### config.mk
export PLATFORM = sky130hd
export DESIGN_NAME = cnss_fifo
export DESIGN_NICKNAME = d
export VERILOG_FILES = /design/src/rtl/core/cnss_pkg.sv /design/src/rtl/core/cnss_fifo.sv
export SDC_FILE = /design/constraint.sdc
export NUM_CORES = 1
export LEC_CHECK = 0
export ABC_AREA = 1
export BUFFER_PORTS_ARGS = -buffer_cell sky130_fd_sc_hd__buf_2
export CAP_MARGIN = 20
export CORE_MARGIN = 4
export CORE_UTILIZATION = 47
export DETAILED_ROUTE_END_ITERATION = 16
export PLACE_DENSITY = 0.69
export SLEW_MARGIN = 10
export SYNTH_ARGS = -nofsm -noshare
export SYNTH_HDL_FRONTEND = slang
export SYNTH_SLANG_ARGS = --single-unit
### constraint.sdc
create_clock -name clk -period 11.71 [get_ports clk]
set_clock_uncertainty 0.1 [all_clocks]
set_input_delay 1.171 -clock clk [delete_from_list [all_inputs] [get_ports clk]]
set_output_delay 1.171 -clock clk [all_outputs]
set_load 0.01 [all_outputs]
### src/rtl/core/cnss_pkg.sv
`timescale 1ns / 1ps
// ----------------------------------------------------------------------------
// cnss_pkg
// Shared widths, types and helpers for the five-point neighbor sum stencil.
// ----------------------------------------------------------------------------
package cnss_pkg;

	localparam int unsigned ELEM_W    = 16;
	localparam int unsigned SUM_W     = 19;
	localparam int unsigned ROW_W     = 10;
	localparam int unsigned COL_W     = 10;
	localparam int unsigned CFG_W     = 11;
	localparam int unsigned MAX_COLS  = 1024;
	localparam int unsigned MAX_ROWS  = 1024;
	localparam int unsigned Q_DEPTH   = 4;
	localparam int unsigned Q_AW      = 2;
	localparam int unsigned APB_AW    = 3;
	localparam int unsigned APB_DW    = 32;

	localparam logic [CFG_W-1:0] ROWS_RESET = CFG_W'(3);
	localparam logic [CFG_W-1:0] COLS_RESET = CFG_W'(4);

	// bit positions in the per-item result mask, in emission order
	localparam int unsigned RES_ABOVE = 0;  // (r-1, c)
	localparam int unsigned RES_LEFT  = 1;  // (r, c-1), last row only
	localparam int unsigned RES_SELF  = 2;  // (r, c), final element only
	localparam int unsigned RES_N     = 3;

	typedef enum logic {
		REG_ROWS = 1'b0,
		REG_COLS = 1'b1
	} cfg_reg_t;

	typedef struct packed {
		logic signed [SUM_W-1:0] sum_above;
		logic signed [SUM_W-1:0] sum_left;
		logic signed [SUM_W-1:0] sum_self;
		logic [ROW_W-1:0]        row;
		logic [COL_W-1:0]        col;
		logic [RES_N-1:0]        has;
	} job_t;

	function automatic logic signed [SUM_W-1:0] sext(input logic [ELEM_W-1:0] v);
		return {{(SUM_W-ELEM_W){v[ELEM_W-1]}}, v};
	endfunction

	function automatic logic [CFG_W-1:0] clamp_size(input logic [CFG_W-1:0] v,
	                                                input logic [CFG_W-1:0] hi);
		logic [CFG_W-1:0] r;
		if (v < CFG_W'(2)) begin
			r = CFG_W'(2);
		end else if (v > hi) begin
			r = hi;
		end else begin
			r = v;
		end
		return r;
	endfunction

endpackage

### src/rtl/core/cnss_fifo.sv
`timescale 1ns / 1ps
// ----------------------------------------------------------------------------
// cnss_fifo
// Short flop queue of sum jobs between front and back; head read directly.
// ----------------------------------------------------------------------------
module cnss_fifo (
	input  logic           clk,
	input  logic           arst_n,
	input  logic           push,
	input  cnss_pkg::job_t push_data,
	output logic           not_full,
	input  logic           pop,
	output logic           not_empty,
	output cnss_pkg::job_t head
);
	import cnss_pkg::*;

	job_t            slots [Q_DEPTH];
	logic [Q_AW-1:0] wptr_q, rptr_q;
	logic [Q_AW:0]   count_q;
	logic            do_push, do_pop;

	assign not_full  = (count_q != (Q_AW+1)'(Q_DEPTH));
	assign not_empty = (count_q != '0);
	assign do_push   = push && not_full;
	assign do_pop    = pop && not_empty;
	assign head      = slots[rptr_q];

	always_ff @(posedge clk or negedge arst_n) begin
		if (!arst_n) begin
			wptr_q  <= '0;
			rptr_q  <= '0;
			count_q <= '0;
		end else begin
			if (do_push) begin
				wptr_q <= wptr_q + Q_AW'(1);
			end
			if (do_pop) begin
				rptr_q <= rptr_q + Q_AW'(1);
			end
			unique case ({do_push, do_pop})
				2'b10:   count_q <= count_q + (Q_AW+1)'(1);
				2'b01:   count_q <= count_q - (Q_AW+1)'(1);
				default: count_q <= count_q;
			endcase
		end
	end

	always_ff @(posedge clk) begin
		if (do_push) begin
			slots[wptr_q] <= push_data;
		end
	end

endmodule

=== Word level (Yosys, flattened, before mapping) ===
Memory sizes are Yosys's and may differ from the RTL's.
Index checks and enable logic that the tools add are counted.

* $add $sub $neg: 4
* Equality and inequality tests: 3
* Muxes and demuxes: 3
* Reductions and logical operators: 4

{| class="wikitable"
|+ Operators by type and width
! kind !! number
|-
| 3-bit case mux with 2 select lines || 1
|-
| 2-bit by 1-bit adder with 2-bit output (second input constant) || 2
|-
| 3-bit by 1-bit adder with 3-bit output (second input constant) || 1
|-
| 3-bit inequality test (second input constant) || 1
|-
| 3-bit nonzero test || 1
|-
| 3-bit by 1-bit subtractor with 3-bit output (second input constant) || 1
|-
| 2-bit by 1-bit equality test with 1-bit output (second input constant) || 1
|-
| 2-bit equality test (second input constant) || 1
|-
| 1-bit logical AND || 2
|-
| 1-bit 2-to-1 mux || 2
|-
| 2-bit nonzero test || 1
|}

* Bits in registers: 7
* RAM bits: 320
* Input bits: 84
* Output and inout bits: 82
* Word-level logic and storage cells: 18
* Memories: 1

{| class="wikitable"
|+ Memory list
! memory !! words !! bits a word !! read ports !! clocked after memory_dff !! write ports !! RTL line !! text
|-
| slots || 4 || 80 || 1 || 0 || 1 || cnss_fifo.sv:18 || <nowiki>job_t slots [Q_DEPTH];</nowiki>
|}

=== Depth between registers and ports, before layout ===
Gate-level depths: netlist (run 1).

* Word-level depth: 4
* Gate-level depth with buffers: 12
* Gate-level depth less buffers: 12

=== Least setup slack after synthesis (run 1) ===
Ideal clock, no wire load.

* Path kind: input port to flip-flop
* Start: in push
* End: mem slots[0][0] (netlist bit), enable pin
* Setup time: 519 ps
* Arrival: 4664 ps
* Data required time: 11091 ps
* Setup slack: 6427 ps
* Stages on the path: 2
* Path buffers: 0
* Cells stage by stage: nand2_1 > nor2_1

* Longest elaborated chain between the ends: 3

{| class="wikitable"
|+ Ends and longest elaborated chain
! element !! RTL line !! text
|-
| from (decl) || cnss_fifo.sv:9 || <nowiki>input logic push,</nowiki>
|-
| 1-bit logical AND || cnss_fifo.sv:25 || <nowiki>assign do_push = push && not_full;</nowiki>
|-
| 1-bit 2-to-1 mux || cnss_fifo.sv:50 || <nowiki>if (do_push) begin</nowiki>
|-
| 1-bit 2-to-1 mux (implied by the code) || cnss_fifo.sv:51 || <nowiki>slots[wptr_q] <= push_data;</nowiki>
|-
| to (decl) || cnss_fifo.sv:18 ||
|}

No other way between the ends.

==> metrics.txt, run 1 <==
max_slew headroom between 20% and 30%; Root Buffer clkbuf_16; reg-to-reg critical path startpoint count_q[0]$_DFFE_PN0P_; syn_area_per_cell 13.5 sq um; wire length per cell 16.5 um; Min Clock Period, post-route 4110 ps; period utilization 35.1%; Std-Cell Rows 61; routed vias 7,645; Die X 177 um; sequential fraction of the synthesis area between 70% and 80%; dpl ws roughly 7800 ps; worst hold path class reg -> reg; final core occ a little under three fifths; chip height between 150 and 200 um; Starting Density 48.0%; HPWL after DPL ~15,000 um; CTS sink cnt 327; Post-CTS Resized 0; initial detailed-routing violation count 518; WL final roughly 26,000 um; Max VDD drop 0.176 mV; aggregate global-route resource usage 16.3%; CTS clk-pin slew, worst paths 50 ps; DRC 0; hold_sp count_q[1]$_DFFE_PN0P_; routability cong. 0.714; dpl cell area between 0.01 and 0.015 sq mm; worst-case reg-to-reg path depth 5; synthesized area 0.0134 sq mm; achievable frequency 243 MHz; GR Overflow Total 0; Final Hold Fails 0; Yosys top cell area share slightly above 70%; first-pass GRT wire length roughly 40,000 um; Endpoint, Worst Hold count_q[1]$_DFFE_PN0P_; Reg area 0.00979 sq mm; Req. time, crit path roughly 10,000 ps; # setup viols final 0; area of the multi-input gates 0.00255 sq mm; Combinational Power Share 32.1%; WS Path Type reg -> out; Max Cap Viol 0; syn_nets between 1k and 1.5k; Worst Path Arrival 2840 ps; Clock Tree Buf Depth 3; #FFs+latches synth about 330; number of global-route vias before repair 7,456; crit start category flop; sw frac roughly 34%; Synth async-reset ratio 2.14%; number of synthesized flops with an enable pin 320; status finished, final reports clean; final instance area ~0.016 sq mm; Syn. warnings 0; Nets between 1k and 1.5k; pin count of the biggest net entering global routing 159; area delta synth->final 16.1%; clock share of power 27.5%; RSZ-0062 raised after global routing false; CTS tree done; Worst Setup End Kind primary output; Final ANT Viol Nets 0; CTS Hold Bufs 0; Pint 0.00262 W; max-slew violations 0; post-CTS setup buffer count 0; clk_lat worst skew 500 ps; die area roughly 0.031 sq mm; Power Density 256 mW/mm^2; crit path from rptr_q[0]$_DFFE_PN0P_; fillcell total around 2.3k; Max Fanout on Critical Path around 160; IO Pins 166; Pleak 6.28 nW; initial antenna violation count 5; Via-to-Cell Ratio 4.91; drt first pass iters 5; Yosys top cell by area edfxtp_1; P_sw 0.00135 W; CTS Buf Count 35; setup ws final 7600 ps; Synth area leaders edfxtp_1 72%, nand2_1 7.2%, o211ai_1 6.8%; layout cells sized above 1 22.9%; Setup TNS Final 0 ps; Most used DFF post-synth edfxtp_1; H-tree levels 2; cell count after synthesis 992; setup slack, reg-to-reg 8710 ps; commonest cells in the netlist 320 x edfxtp_1, 258 x nand2_1, 173 x inv_1; Unique masters post-synth 17; RR Endpoint slots[3][43]$_DFFE_PP_; Port Buffer Count between 150 and 200; most frequent cell after synthesis edfxtp_1; Worst Tran Pin Value ~1100 ps; area of the core 0.0279 sq mm; Worst Hold Depth 2; register share of total power 40.4%
registers in the layout, summed over array words and instances, names as in the netlist:
| name | cells |
|---|---|
| count_q | 3 |
| rptr_q | 2 |
| slots | 320 |
| wptr_q | 2 |
power by group through the flow:
stage               registers, W  clock network (W)  logic (W)
floorplan                0.00163                  0   0.000933
global placement         0.00162                  0    0.00127
detailed placement       0.00163                  0    0.00130
CTS                      0.00161            0.00112    0.00130
global route             0.00163            0.00117    0.00144
finish                   0.00161            0.00109    0.00128
through the flow:
step,cells,hold WS [ps],power [W]
after floorplan,992,346,0.00257
after global placement,1492,365,0.00290
after detailed placement,1492,365,0.00293
after CTS,1554,376,0.00403
after global routing,1558,401,0.00423
final,1558,381,0.00398
cells in the final DEF, fill, tap and decap left out, drive strengths merged:
cell type    n
edfxtp     320
xnor2        1
bufinv       4
ha           5
dfrtp        7
nand3        7
clkinv      12
clkinvlp     2
diode        3
nand4        1
buf        175
nor2         4
clkbuf      44
inv        175
nand2      258
fa           1
o211ai     160
o21ai        1
final cells by class:
cell class | count | share of cell area, %
multi-input combinational | 438 | 16.4
inverter | 175 | 4.27
antenna | 3 | 0.0483
clock buffer | 44 | 6.19
tap | 378 | 3.04
clock inverter | 18 | 1.22
sequential | 327 | 62.9
timing repair buffer | 175 | 5.92
worst max-delay path by stage:
stage	endpoint	slack, ps	cells after the start
final	head[42]	7600	7
after global routing	head[42]	7350	7
after CTS	head[42]	7280	6
after detailed placement	head[45]	7840	6
after global placement	head[45]	7890	6
after floorplan	slots[0][0]$_DFFE_PP_	6430	2
worst max-delay path, cell delays in order (launching register included):
cell,delay (ps)
dfrtp_1,450
inv_8,560
buf_4,400
buf_16,330
nand2_1,90
o211ai_1,100
nand2_1,100
buf_2,150
routing by layer:
metal	part of all wire, %	wire [um]	global-route usage, %
met1	43	11000	21.3
met2	49	12700	27.6
met3	5.2	1340	3.01
met4	2.9	749	6.00
met5	0.089	23	0
cell families after synthesis:
logic type	Yosys count	share of synthesized area, %
AO/OA/AOI/OAI	161	10.5
AND/OR/NAND/NOR	270	7.65
adder cells (fa/ha/maj)	6	0.616
XOR/XNOR	1	0.0654
flip-flops	327	73.0
buffers and inverters	227	8.18
Note: power is estimated with default switching activity, not from simulation.
==> run 2, diff against run 1 <==
==> constraint.sdc (replaced) <==
create_clock -name clk -period 4.2 [get_ports clk]
set_clock_uncertainty 0.1 [all_clocks]
set_input_delay 0.42 -clock clk [delete_from_list [all_inputs] [get_ports clk]]
set_output_delay 0.42 -clock clk [all_outputs]
set_load 0.01 [all_outputs]
==> run 2 against run 1 <==
First-iteration DRC count increased by 5.8%. Sequential power grew to 2.8 times the previous value. Combinational power grew to 2.8 times the previous value. Via count shrank 0.22%. Critical path depth down 1. Non-clock buffer count rose by 3. Die area is the same. Power grew to 2.7 times the previous value. Clock power rose to 2.6 times the previous value. Cell count is essentially flat. Register-to-register slack worse by 7000 ps. Utilization hardly changed.
==> metrics.txt, run 2 (synthesis gave the netlist of run 1 again) <==
Worst Setup End Kind primary output; first-pass GRT wire length 39,200 um (-1.3%); max_slew headroom 41.8% (+14 points); most common cell after layout, fill and taps aside edfxtp_1; worst hold path class in -> reg; initial antenna violation count 2 (-3); # setup viols final 0 (unchanged); WL final 24,900 um (-3.3%); area of the multi-input gates 0.00255 sq mm (unchanged); post-CTS setup buffer count 0 (unchanged); CTS tree done; most frequent cells in the layout 320 x edfxtp_1, 258 x nand2_1, 173 x inv_1; WS Path Type reg -> out; Max Fanout on Critical Path 157 (-0.63%); met2 usage 27.1% (-0.54 points); Min Clock Period, post-route 3130 ps; Root Buffer clkbuf_16; status finished, final reports clean; Worst Tran Pin Value 873 ps (-213 ps); number of flip-flops in the largest register 320 (unchanged); period utilization 74.5%; Max Cap Viol 0 (unchanged); RSZ-0062 raised after global routing false; area of the core 0.0279 sq mm (unchanged); number of global-route vias before repair 7,476 (+0.27%); Req. time, crit path 3680 ps (-6760 ps); Std-Cell Rows 61 (unchanged); DRC 0 (unchanged); Reg area 0.00979 sq mm (unchanged); Final ANT Viol Nets 0 (unchanged); aggregate global-route resource usage 15.8% (-0.51 points); H-tree levels 2 (unchanged); fillcell total 2,291 (+0.044%); die area 0.0313 sq mm (unchanged); Power Density 702 mW/mm^2 (+170%); Min Hold Slack 36.7 ps (-344 ps); CTS clk-pin slew, worst paths 60 ps (about the same); drt first pass iters 4 (-1); largest register by flop count slots; Regs by FF count slots: 320 flops, count_q: 3 flops; Pleak 6.28 nW (about the same); routing usage on met1 20.8% (-0.50 points); CTS Buf Count 35 (unchanged); Worst Path Arrival 2610 ps (-230 ps); setup ws final 1070 ps (-6530 ps); IO Pins 166 (unchanged); Final Hold Fails 0 (unchanged); pin count of the biggest net entering global routing 158 (-0.63%); met3 GRT Util 3.46% (+0.45 points); Via-to-Cell Ratio 4.90 (-0.16%); CTS sink cnt 327 (unchanged); HPWL after DPL 14,600 um (-0.21%); Die X 177 um (unchanged); Nets 1,245 (+0.24%); Starting Density 48.0% (unchanged); GR peak layer met2; crit start category flop; achievable frequency 319 MHz; layout cells sized above 1 22.8% (-0.10 points); Port Buffer Count 165 (unchanged); GR Overflow Total 0 (unchanged); wire length per cell 16.0 um (-3.3%); initial detailed-routing violation count 548 (+5.8%); routed vias 7,628 (-0.22%); chip height 177 um (unchanged); dpl ws 1600 ps (-6240 ps); Max VDD drop 0.462 mV (+160%); Clock Tree Buf Depth 3 (unchanged); routability cong. 0.704 (-1.4%); total power 0.0109 W (+170%); max-slew violations 0 (unchanged); area delta synth->final 16.0% (about the same); clk_lat worst skew 490 ps (about the same)
run 2: power breakdown:
group	switching, W	leakage, nW	internal (W)
clock	0.00115	0.527	0.00172
combinational	0.00236	2.74	0.00118
sequential	0.000204	3.01	0.00430
run 2: worst paths after layout:
check,from,endpoint,slack [ps],cells past startpoint
setup / recovery,rptr_q[0]$_DFFE_PN0P_,head[34],1070,6
max in group asynchronous,arst_n,rptr_q[1]$_DFFE_PN0P_,3590,2
hold / removal,push_data[72],slots[2][72]$_DFFE_PP_,40,1
hold reg to reg,count_q[0]$_DFFE_PN0P_,count_q[0]$_DFFE_PN0P_,370,1
min in group asynchronous,arst_n,count_q[2]$_DFFE_PN0P_,230,2
setup reg to reg,count_q[0]$_DFFE_PN0P_,slots[2][52]$_DFFE_PP_,1710,5
run 2: timing repair:
action                                  4_1_cts  5_1_grt
gates resized for setup                       0        0
hold buffers                                  1        0
endpoints found under the setup margin        0        0
hold endpoints to repair                      7        0
run 2: metal layers:
layer	up-vias	wire [um]
met3	41	1460
met2	186	11900
met1	3611	10900
met4	4	522
met5	-	27
li1	3786	-
run 2: area by class of cell:
cell class | instances | area share, %
clock buffer | 44 | 6.13
multi-input combinational | 438 | 16.4
sequential | 327 | 63.0
antenna | 1 | 0.0161
inverter | 175 | 4.27
tap | 378 | 3.04
clock inverter | 16 | 0.821
timing repair buffer | 178 | 6.36
run 2: critical path, stage by stage (launching register included):
cell and delay (ps):
dfrtp_1 450, inv_8 640, buf_4 480, nand2_1 120, o211ai_1 110, nand2_1 80, buf_2 140
run 2: metrics by stage:
stage / setup TNS, ps / instance area, sq um / utilization [%] / cells
finish: 0 / 15500 / 55.6 / 1557
global route: 0 / 15500 / 55.6 / 1556
global placement: 0 / 14500 / 51.7 / 1495
CTS: 0 / 15500 / 55.6 / 1556
detailed placement: 0 / 14500 / 51.7 / 1495
floorplan: -179330 / 13400 / - / 992
