## src/rtl/core/cnss_pkg.sv

```systemverilog
`timescale 1ns / 1ps
// ----------------------------------------------------------------------------
// cnss_pkg
// Shared widths, types and helpers for the five-point neighbor sum stencil.
// ----------------------------------------------------------------------------
package cnss_pkg;

	localparam int unsigned ELEM_W    = 16;
	localparam int unsigned SUM_W     = 19;
	localparam int unsigned ROW_W     = 10;
	localparam int unsigned COL_W     = 10;
	localparam int unsigned CFG_W     = 11;
	localparam int unsigned MAX_COLS  = 1024;
	localparam int unsigned MAX_ROWS  = 1024;
	localparam int unsigned Q_DEPTH   = 4;
	localparam int unsigned Q_AW      = 2;
	localparam int unsigned APB_AW    = 3;
	localparam int unsigned APB_DW    = 32;

	localparam logic [CFG_W-1:0] ROWS_RESET = CFG_W'(3);
	localparam logic [CFG_W-1:0] COLS_RESET = CFG_W'(4);

	// bit positions in the per-item result mask, in emission order
	localparam int unsigned RES_ABOVE = 0;  // (r-1, c)
	localparam int unsigned RES_LEFT  = 1;  // (r, c-1), last row only
	localparam int unsigned RES_SELF  = 2;  // (r, c), final element only
	localparam int unsigned RES_N     = 3;

	typedef enum logic {
		REG_ROWS = 1'b0,
		REG_COLS = 1'b1
	} cfg_reg_t;

	typedef struct packed {
		logic signed [SUM_W-1:0] sum_above;
		logic signed [SUM_W-1:0] sum_left;
		logic signed [SUM_W-1:0] sum_self;
		logic [ROW_W-1:0]        row;
		logic [COL_W-1:0]        col;
		logic [RES_N-1:0]        has;
	} job_t;

	function automatic logic signed [SUM_W-1:0] sext(input logic [ELEM_W-1:0] v);
		return {{(SUM_W-ELEM_W){v[ELEM_W-1]}}, v};
	endfunction

	function automatic logic [CFG_W-1:0] clamp_size(input logic [CFG_W-1:0] v,
	                                                input logic [CFG_W-1:0] hi);
		logic [CFG_W-1:0] r;
		if (v < CFG_W'(2)) begin
			r = CFG_W'(2);
		end else if (v > hi) begin
			r = hi;
		end else begin
			r = v;
		end
		return r;
	endfunction

endpackage

```

## src/rtl/core/cnss_back.sv

```systemverilog
`timescale 1ns / 1ps
// ----------------------------------------------------------------------------
// cnss_back
// Walks the result mask of the queue head and delivers one result per beat
// through a registered output stage.
// ----------------------------------------------------------------------------
module cnss_back (
	input  logic                               clk,
	input  logic                               arst_n,
	input  logic                               head_valid,
	input  cnss_pkg::job_t                     head,
	output logic                               pop,
	output logic                               result_valid,
	input  logic                               result_ready,
	output logic signed [cnss_pkg::SUM_W-1:0]  neighbor_sum,
	output logic [cnss_pkg::ROW_W-1:0]         out_row,
	output logic [cnss_pkg::COL_W-1:0]         out_col,
	output logic                               last_of_run
);
	import cnss_pkg::*;

	logic [RES_N-1:0] done_q, remaining, pick;
	logic             slot_free, fire, is_last;
	logic signed [SUM_W-1:0] sum_d;
	logic [ROW_W-1:0] row_d;
	logic [COL_W-1:0] col_d;

	always_comb begin
		remaining = head.has & ~done_q;
		pick      = '0;
		sum_d     = head.sum_self;
		row_d     = head.row;
		col_d     = head.col;
		priority if (remaining[RES_ABOVE]) begin
			pick[RES_ABOVE] = 1'b1;
			sum_d = head.sum_above;
			row_d = head.row - ROW_W'(1);
		end else if (remaining[RES_LEFT]) begin
			pick[RES_LEFT] = 1'b1;
			sum_d = head.sum_left;
			col_d = head.col - COL_W'(1);
		end else begin
			pick[RES_SELF] = 1'b1;
		end
		is_last = ((remaining & ~pick) == '0);
	end

	assign slot_free = !result_valid || result_ready;
	assign fire      = slot_free && head_valid;
	assign pop       = fire && is_last;

	always_ff @(posedge clk or negedge arst_n) begin
		if (!arst_n) begin
			done_q       <= '0;
			result_valid <= 1'b0;
		end else begin
			if (fire) begin
				result_valid <= 1'b1;
				done_q       <= is_last ? '0 : (done_q | pick);
			end else if (result_ready) begin
				result_valid <= 1'b0;
			end
		end
	end

	always_ff @(posedge clk) begin
		if (fire) begin
			neighbor_sum <= sum_d;
			out_row      <= row_d;
			out_col      <= col_d;
			last_of_run  <= is_last;
		end
	end

endmodule

```

## config.mk

```make
export PLATFORM = sky130hd
export DESIGN_NAME = cnss_back
export DESIGN_NICKNAME = d
export VERILOG_FILES = /design/src/rtl/core/cnss_pkg.sv /design/src/rtl/core/cnss_back.sv
export SDC_FILE = /design/constraint.sdc
export NUM_CORES = 1
export LEC_CHECK = 0
export BUFFER_PORTS_ARGS = -buffer_cell sky130_fd_sc_hd__buf_2
export CORE_AREA = 2 2 74 76
export DETAILED_ROUTE_END_ITERATION = 8
export DIE_AREA = 0 0 76 78
export PLACE_DENSITY = 0.78
export SLEW_MARGIN = 20
export SYNTH_ARGS = -nofsm -noshare
export SYNTH_HDL_FRONTEND = slang
export SYNTH_SLANG_ARGS = --single-unit
```

## constraint.sdc

```tcl
create_clock -name clk -period 2 [get_ports clk]
set_clock_uncertainty 0.1 [all_clocks]
set_input_delay 0.2 -clock clk [delete_from_list [all_inputs] [get_ports clk]]
set_output_delay 0.2 -clock clk [all_outputs]
set_load 0.005 [all_outputs]
```

# Word level (Yosys, flattened, before mapping)
# Index checks and enable logic that the tools add are counted.
# word_totals
register_bits	44
latchBits	0
ram_bits	0
romBits	0
in_bits	84
word_cells	31
n_memories	0
# op_classes
n_addsub	2
mul	0
div	0
n_lt_le_gt_ge	0
eq_ne	0
n_shift	0
mux	12
bitwise_logic	5
reduce_logical	6
# op_table
cell	count
2-to-1 mux 19 bit	2
2-to-1 mux 10 bit	3
subtractor 10 x 1 -> 10 bit (second input constant)	2
AND 3 bit	2
NOT 3 bit	2
2-to-1 mux 1 bit	5
zero test 3 bit	1
2-to-1 mux 3 bit	1
bitwise OR 3 bit	1
logical AND 1 bit	2
2-to-1 mux 2 bit	1
nonzero test 2 bit	1
zero test 1 bit	1
logical OR 1 bit	1

# Logic depth before layout (Yosys ltp)
# Gate-level depths: netlist of run 1.
# depth
word_depth	8
ltp_mapped	5

# Worst setup path after synthesis of run 1
# Ideal clock, no wire load.
# synth_path
kind	reg2reg
start	register result_valid
end	register last_of_run, enable pin
setup_ps	395
arrival_ps	1400
t_required_ps	1505
setup_slack_ps	105
path_stages_with_launch	4
n_path_buf	0
cell_sequence	dfrtp_1 nand2b_1 nand2_1 inv_1
# synth_between
elab_chain_len	3
# synth_lines
element	line_no	rtl
start: declaration	cnss_back.sv:13	output logic result_valid,
start signal: assignment	cnss_back.sv:55	result_valid <= 1'b0;
start signal: assignment	cnss_back.sv:58	result_valid <= 1'b1;
start signal: assignment	cnss_back.sv:61	result_valid <= 1'b0;
zero test 1 bit	cnss_back.sv:48	assign slot_free = !result_valid || result_ready;
logical OR 1 bit	cnss_back.sv:48	
logical AND 1 bit	cnss_back.sv:49	assign fire = slot_free && head_valid;
via fire	cnss_back.sv:23	logic slot_free, fire, is_last;
end signal: assignment	cnss_back.sv:71	last_of_run <= is_last;
end: declaration	cnss_back.sv:18	output logic last_of_run
# The timed path passes the listed nets, and every way through them passes these cells.
# A chain may end at the register's enable or synchronous reset.

# Final worst setup path of run 1
# layout_path
start	register done_q[0]
end	output pop
# layout_between
elab_chain_len	7
# layout_lines
element	line_no	rtl
start: declaration	cnss_back.sv:22	logic [RES_N-1:0] done_q, remaining, pick;
start signal: assignment	cnss_back.sv:59	done_q <= is_last ? '0 : (done_q | pick);
NOT 3 bit *	cnss_back.sv:29	remaining = head.has & ~done_q;
AND 3 bit *	cnss_back.sv:29	
2-to-1 mux 1 bit / 2-to-1 mux 2 bit (equally long branches)	cnss_back.sv:34	priority if (remaining[RES_ABOVE]) begin
NOT 3 bit	cnss_back.sv:45	is_last = ((remaining & ~pick) == '0);
AND 3 bit *	cnss_back.sv:45	
zero test 3 bit *	cnss_back.sv:45	
logical AND 1 bit *	cnss_back.sv:50	assign pop = fire && is_last;
end: declaration	cnss_back.sv:12	output logic pop,
# Every way passes the cells marked *; elsewhere a longest branch is shown, timed or not.

==> Flow_metrics.wiki, run 1 <==
{| class="wikitable"
! Metric !! Value
|-
| Number of instances on the worst hold path || 2
|-
| I/O Buffers || 125
|-
| Cell with the biggest individual delay on the critical path || sky130_fd_sc_hd__dfrtp_1
|-
| Flop pwr share || 50.7%
|-
| Routed vias/inst || 4.75
|-
| Share of power burned in the clock network || between 20% and 30%
|-
| Drt drc || 0
|-
| Final-report max-slew violation count || 0
|-
| Net count after synthesis || 287
|-
| Ordered cell list for the critical path || nand2b_2 > nor2_1 > nor3_1 > buf_2
|-
| Number of gates resized after CTS || 0
|-
| Combinational fraction of design power || 19.8%
|-
| Path class of the lowest-slack min-delay path || input port to flip-flop
|-
| Cell taking the most area after synthesis || sky130_fd_sc_hd__edfxtp_1
|-
| Die Y-Extent || between 70 and 80 um
|-
| Cell Pwr Density || 748 nW/um^2
|-
| Internal Power || 1.68 mW
|-
| Worst reg2reg endpoint || out_col[6]
|-
| CP Capture Point || pop
|-
| # clock sinks || 44
|-
| Kind of critical path || flip-flop to output port
|-
| Data arrival time of the worst path || about 1400 ps
|-
| Root cell of the clock tree || sky130_fd_sc_hd__clkbuf_8
|-
| Most numerous cell types in the synthesized netlist || sky130_fd_sc_hd__nand2_1, sky130_fd_sc_hd__edfxtp_1, sky130_fd_sc_hd__nor2_1
|-
| Wire length of the first global-routing pass || 8070 um
|-
| Final Net Count || 417
|-
| Site Rows || 26
|-
| Die X || 76 um
|-
| Total die area || about 5900 um^2
|-
| Switching share of power || 24.7%
|-
| Period Utilization, post-route || a little under nine tenths
|-
| Syn-to-layout area delta || 39.7%
|-
| Setup ws final || roughly 300 ps
|-
| Global Route Usage Sum || 17.1%
|-
| Yosys warnings || 0
|-
| Launching element type of the critical path || flip-flop
|-
| Number of failing hold endpoints at the final stage || 0
|-
| Post-detailed-route wirelength per cell || 12.4 um
|-
| Cell with the most instances after synthesis || sky130_fd_sc_hd__nand2_1
|-
| Number of flops mapped to enable cells by yosys || 40
|-
| Worst supply voltage drop on vdd || 0.393 mV
|-
| Result of the run || finished clean
|-
| Proportion of register bits with asynchronous set or reset after synthesis || 9.09%
|-
| Logic depth of the worst setup path including buffers || 4
|-
| Clock Latency Late Sink || 290 ps
|-
| Final Routed Wirelength || ~5000 um
|-
| Share of synthesized area occupied by flip-flops and latches || 61.0%
|-
| Minimum clock period || between 1500 and 2000 ps
|-
| Largest stage delay on the critical path || 410 ps
|-
| Sum of net half-perimeters after detailed placement || between 3000 and 4000 um
|-
| Max Clk Rate || just under 600 MHz
|-
| Standby leakage power || 1.36 nW
|-
| Number of max-capacitance violations reported || 0
|-
| Placeable core region || between 5000 and 6000 um^2
|-
| Top area cells in the synthesized netlist || sky130_fd_sc_hd__edfxtp_1, sky130_fd_sc_hd__nand2_1, sky130_fd_sc_hd__a31oi_1
|-
| Final estimated routing congestion in global placement || 0.786
|-
| Total area of multi-input combinational cells || ~780 um^2
|-
| CP Capture Type || output port
|-
| Post-synthesis instance area || between 2000 and 2500 um^2
|-
| RSZ-0062 raised after global routing || false
|-
| Number of distinct library cell variants in the gate-level netlist after synthesis || 30
|-
| Worst slew margin || 78.3%
|-
| CP max FO || 10
|-
| Worst endpoint required time || 1700 ps
|-
| CTS tree || done
|-
| Proportion of layout cells with a drive suffix above 1 || around 43%
|-
| Post-synthesis instance total || approximately 200
|-
| Total number of vias || 1,910
|-
| Overflow left after global routing || 0
|-
| Post-CTS setup repair buffer count || 0
|-
| Num ports || approximately 130
|-
| Critical path buffers and inverters || 1
|-
| Overall power after layout || 2.23 mW
|-
| First-pass iteration count of the detailed router || 4
|-
| R2R Setup Slk || 380 ps
|-
| Tightest Pin Transition || between 300 and 400 ps
|-
| Worst-path clk slew || 80 ps
|-
| Largest delay share family, worst path || simple AND/OR/NAND/NOR gates
|-
| Number of buffers created by CTS || 5
|-
| FF-to-FF path depth || 4
|-
| Register bit count reported by yosys || 44
|-
| Switching Power || 550 uW
|-
| Initial standard-cell utilization of the core || 42.3%
|-
| First DRT Iteration DRCs || 37
|-
| Yosys top cell area share || 56.3%
|-
| Setup violators final || 0
|-
| Max Buffers Root-to-Sink || 2
|-
| Filler cells || 431
|-
| TNS Setup || 0 ps
|-
| Worst setup slack before clock tree synthesis || 158 ps
|-
| Remaining number of nets flagged by the antenna check after routing || 0
|-
| Vias in the first global route || about 1,800
|-
| Max H-tree Level || 2
|-
| Beginning of the worst register-to-register path || done_q[0]
|-
| Initial antenna violation count || 0
|-
| Number of hold buffers added after CTS || 1
|-
| Main flop type after synthesis || sky130_fd_sc_hd__edfxtp_1
|-
| Antenna Cells || 0
|-
| Launching element of the worst setup path || done_q[0]
|-
| Maximum number of pins on one net before global-route repair || 25
|-
| Avg Cell Area, Syn || 10.6 um^2
|-
| Area taken by flip-flops and latches || 1300 um^2
|}
## power groups by stage
stage	clock network [mW]	registers, mW	logic (mW)
floorplan	0	1.16	0.213
global placement	0	1.15	0.436
detailed placement	0	1.15	0.447
CTS	0.678	1.13	0.449
global route	0.709	1.14	0.498
finish	0.658	1.13	0.442
## worst reg2reg max path, delay by kind of cell, from the launching register on
family / cells / cell delay [ps]
XOR/XNOR: 1 / 110
AND/OR/NAND/NOR: 3 / 760
flip-flops: 1 / 390
## through the flow
| step | instance area, um^2 | hold WS, ps | instances | utilization (%) |
|---|---|---|---|---|
| after global routing | 2980 | 32.8 | 402 | 59.1 |
| after global placement | 2860 | -88.6 | 393 | 56.8 |
| final | 2980 | 36.7 | 402 | 59.1 |
| after CTS | 2980 | 25.6 | 402 | 59.1 |
| after detailed placement | 2860 | -88.3 | 393 | 56.8 |
| after floorplan | 2130 | -196 | 201 | - |
## worst min path at each step
| stage | from | endpoint | slack, ps |
|---|---|---|---|
| floorplan | arst_n | done_q[0] | -200 |
| global placement | arst_n | done_q[2] | -90 |
| detailed placement | arst_n | done_q[2] | -90 |
| CTS | head_valid | result_valid | 30 |
| global route | head_valid | result_valid | 30 |
| finish | head_valid | result_valid | 40 |
## flip-flops by register name (all words and copies together) (netlist names)
signal / cells
out_col: 10
done_q: 3
neighbor_sum: 19
result_valid: 1
out_row: 10
last_of_run: 1
## kinds of logic after synthesis
group,synth area share (%)
AOI/OAI and AO/OA,8.86
DFF,61.0
buffers and inverters,2.46
xor gates and xnor gates,6.57
adders and majority gates,1.17
and+or+nand+nor,19.9
## cell type report
type | instances | share of cell area [%]
flip-flops and latches | 44 | 43.7
multi-input cells | 143 | 26.3
repair buffers | 132 | 22.8
well taps | 70 | 2.94
clock buffers | 6 | 2.43
clock inverters | 2 | 1.18
inverters | 5 | 0.630
## per-layer routing
layer	up-vias	track usage, %	share of wire (%)
met5	-	0	0
met4	0	6.55	0.88
met3	4	3.49	7.6
met2	82	31.3	50
met1	852	19.9	41
li1	972	-	-
## placed cells by master (no fill, tap or decap), types with 2 or more instances in the layout
cell type                  count
sky130_fd_sc_hd__edfxtp_1     40
sky130_fd_sc_hd__xor2_1       12
sky130_fd_sc_hd__nand3_1       2
sky130_fd_sc_hd__o21ai_0       3
sky130_fd_sc_hd__dfrtp_1       4
sky130_fd_sc_hd__inv_1         4
sky130_fd_sc_hd__ha_1          2
sky130_fd_sc_hd__buf_4         6
sky130_fd_sc_hd__nor2_1       27
sky130_fd_sc_hd__nor4_1        2
sky130_fd_sc_hd__nand2b_1      4
sky130_fd_sc_hd__a21oi_1       2
sky130_fd_sc_hd__nand2_1      45
sky130_fd_sc_hd__clkbuf_8      5
sky130_fd_sc_hd__buf_2       125
sky130_fd_sc_hd__nor3_1        6
sky130_fd_sc_hd__a31oi_1      19
sky130_fd_sc_hd__xnor2_1       4
Note: power is estimated with default switching activity, not from simulation.
==> run 2, diff against run 1 <==
--- a/config.mk
+++ b/config.mk
@@ -9,7 +9,9 @@
 export CORE_AREA = 2 2 74 76
 export DETAILED_ROUTE_END_ITERATION = 8
 export DIE_AREA = 0 0 76 78
+export HOLD_SLACK_MARGIN = 0.06
 export PLACE_DENSITY = 0.78
+export SETUP_SLACK_MARGIN = 0.3
 export SLEW_MARGIN = 20
 export SYNTH_ARGS = -nofsm -noshare
 export SYNTH_HDL_FRONTEND = slang
==> Flow_metrics.wiki, run 2 (synthesized netlist as in run 1, its figures left out) <==
{| class="wikitable"
! Metric !! Value
|-
| Result of the run || finished clean
|-
| Total number of vias || 1,927 (+0.89%)
|-
| Syn-to-layout area delta || 44.6%
|-
| Most common library cell in the layout ignoring fill and taps || sky130_fd_sc_hd__buf_2
|-
| Number of failing hold endpoints at the final stage || 0 (unchanged)
|-
| CP max FO || 5 (-5)
|-
| Period Utilization, post-route || 82.5% (-2.7 points)
|-
| Number of instances on the worst hold path || 3 (+1)
|-
| Drt drc || 0 (unchanged)
|-
| Critical path buffers and inverters || 0 (-1)
|-
| Final Net Count || 422 (+1.2%)
|-
| Data arrival time of the worst path || 1570 ps (+170 ps)
|-
| Final-report max-slew violation count || 0 (unchanged)
|-
| Path class of the lowest-slack min-delay path || input port to flip-flop
|-
| Cell area after placement || 2870 um^2 (+0.22%)
|-
| TNS Setup || 0 ps (unchanged)
|-
| RSZ-0062 raised after global routing || true
|-
| Overflow left after global routing || 0 (unchanged)
|-
| Filler cells || 429 (-0.46%)
|-
| Tightest Pin Transition || 309 ps (-13.2 ps)
|-
| Die Y-Extent || 78 um (unchanged)
|-
| Launching element type of the critical path || flip-flop
|-
| Global Route Usage Sum || 17.4% (+0.26 points)
|-
| Number of standard cells in the final layout excluding fillers || 407 (+1.2%)
|-
| Cell with the biggest individual delay on the critical path || sky130_fd_sc_hd__dfrtp_1
|-
| Commonest cells after routing, fill and taps aside || sky130_fd_sc_hd__buf_2, sky130_fd_sc_hd__nand2_1, sky130_fd_sc_hd__edfxtp_1
|-
| Max H-tree Level || 2 (unchanged)
|-
| Proportion of layout cells with a drive suffix above 1 || 45.4% (+2.0 points)
|-
| Largest regs || neighbor_sum (19), out_col (10), out_row (10)
|-
| Root cell of the clock tree || sky130_fd_sc_hd__clkbuf_8
|-
| FF-to-FF path depth || 4 (unchanged)
|-
| Site Rows || 26 (unchanged)
|-
| Post-detailed-route wirelength per cell || 12.8 um (+3.3%)
|-
| Setup violators final || 0 (unchanged)
|-
| CP Capture Type || flip-flop
|-
| Hold slack final || 103 ps (+66.4 ps)
|-
| Kind of critical path || flip-flop to flip-flop
|-
| First-pass iteration count of the detailed router || 4 (unchanged)
|-
| Largest stage delay on the critical path || 400 ps (about the same)
|-
| Maximum number of pins on one net before global-route repair || 26 (+4.0%)
|-
| Wire length of the first global-routing pass || 8160 um (+1.2%)
|-
| I/O Buffers || 125 (unchanged)
|-
| Flip-flop count of the largest register, all copies and words added || 19 (unchanged)
|-
| Vias in the first global route || 1,843 (+1.4%)
|-
| Routed vias/inst || 4.73 (-0.35%)
|-
| Initial standard-cell utilization of the core || 42.3% (unchanged)
|-
| Minimum clock period || 1650 ps (-54.2 ps)
|-
| Worst-path clk slew || 80 ps (about the same)
|-
| Area of all placed cells without fillers || 3080 um^2 (+3.5%)
|-
| Initial antenna violation count || 0 (unchanged)
|-
| Final estimated routing congestion in global placement || 0.780 (-0.73%)
|-
| Final Routed Wirelength || 5200 um (+4.6%)
|-
| Max Clk Rate || 606 MHz (+3.3%)
|-
| Worst supply voltage drop on vdd || 0.359 mV (-8.5%)
|-
| First DRT Iteration DRCs || 58 (+57%)
|-
| Logic depth of the worst setup path including buffers || 4 (unchanged)
|-
| Num ports || 126 (unchanged)
|-
| Standby leakage power || 1.40 nW (+2.8%)
|-
| Largest delay share family, worst path || simple AND/OR/NAND/NOR gates
|-
| Remaining number of nets flagged by the antenna check after routing || 0 (unchanged)
|-
| Total die area || 5930 um^2 (unchanged)
|-
| Ordered cell list for the critical path || nor2b_1 > nand3_2 > o41ai_1 > o21ai_0
|-
| Worst endpoint required time || 1920 ps (+220 ps)
|-
| Cell Pwr Density || 739 nW/um^2 (-1.2%)
|-
| Worst setup slack before clock tree synthesis || 143 ps (-15.3 ps)
|-
| Number of buffers created by CTS || 5 (unchanged)
|-
| Max Buffers Root-to-Sink || 2 (unchanged)
|-
| Sum of net half-perimeters after detailed placement || 3760 um (-1.8%)
|-
| Register with the most flip-flops || neighbor_sum
|-
| # clock sinks || 44 (unchanged)
|-
| Placeable core region || 5040 um^2 (unchanged)
|-
| Die X || 76 um (unchanged)
|-
| CTS tree || done
|-
| Antenna Cells || 0 (unchanged)
|-
| Total placed cells including tap cells || 393 (unchanged)
|-
| Setup ws final || 351 ps (+54.2 ps)
|-
| Number of max-capacitance violations reported || 0 (unchanged)
|-
| Worst slew margin || 79.3% (+1.0 points)
|-
| Clock Latency Late Sink || 290 ps (about the same)
|}
run 2: power breakdown:
part / internal (mW) / switching [mW] / leakage [nW]
clock: 0.364 / 0.286 / 0.0532
combinational: 0.237 / 0.262 / 0.912
sequential: 1.11 / 0.0205 / 0.431
run 2: stage by stage:
stage	utilization (%)	power [mW]
6_report	61.2	2.28
3_5_place_dp	56.9	1.60
2_1_floorplan	-	1.38
3_3_place_gp	56.9	1.58
4_1_cts	60.2	2.28
5_1_grt	61.2	2.40
run 2: layout make-up:
cell class	instances	area, um^2	share of cell area (%)
multi-input cells	143	816	26.5
well taps	70	87.6	2.84
clock inverters	3	37.5	1.22
inverters	5	22.5	0.730
flip-flops and latches	44	1300	42.2
clock buffers	5	68.8	2.23
repair buffers	137	751	24.3
run 2: repair_timing:
| item | CTS | global route |
|---|---|---|
| buffers inserted | 3 | 0 |
| pin swaps | 0 | 0 |
| setup endpoints to repair | 1 | 4 |
| gates cloned | 0 | 1 |
| gates resized for setup | 4 | 5 |
| hold buffers | 2 | 0 |
| hold endpoints to repair | 5 | 0 |
run 2: worst paths after layout:
kind,start,end,slack [ps]
max,done_q[0],out_row[5],350
min reg2reg,done_q[2],done_q[2],420
max reg2reg,done_q[0],out_row[5],350
min in group asynchronous,arst_n,result_valid,130
max in group asynchronous,arst_n,done_q[1],1540
min,head[5],out_col[2],100
run 2: layer usage:
metal	track usage, %	wire (um)	up-vias
met5	0	0	-
met4	6.36	34	0
met3	4.30	280	2
met2	32.1	2730	71
met1	19.5	2160	875
li1	-	-	979
run 2: worst min-delay path, stage by stage:
cell	delay, ps
sky130_fd_sc_hd__buf_2	90
sky130_fd_sc_hd__nand2_1	40
sky130_fd_sc_hd__nand2_1	50
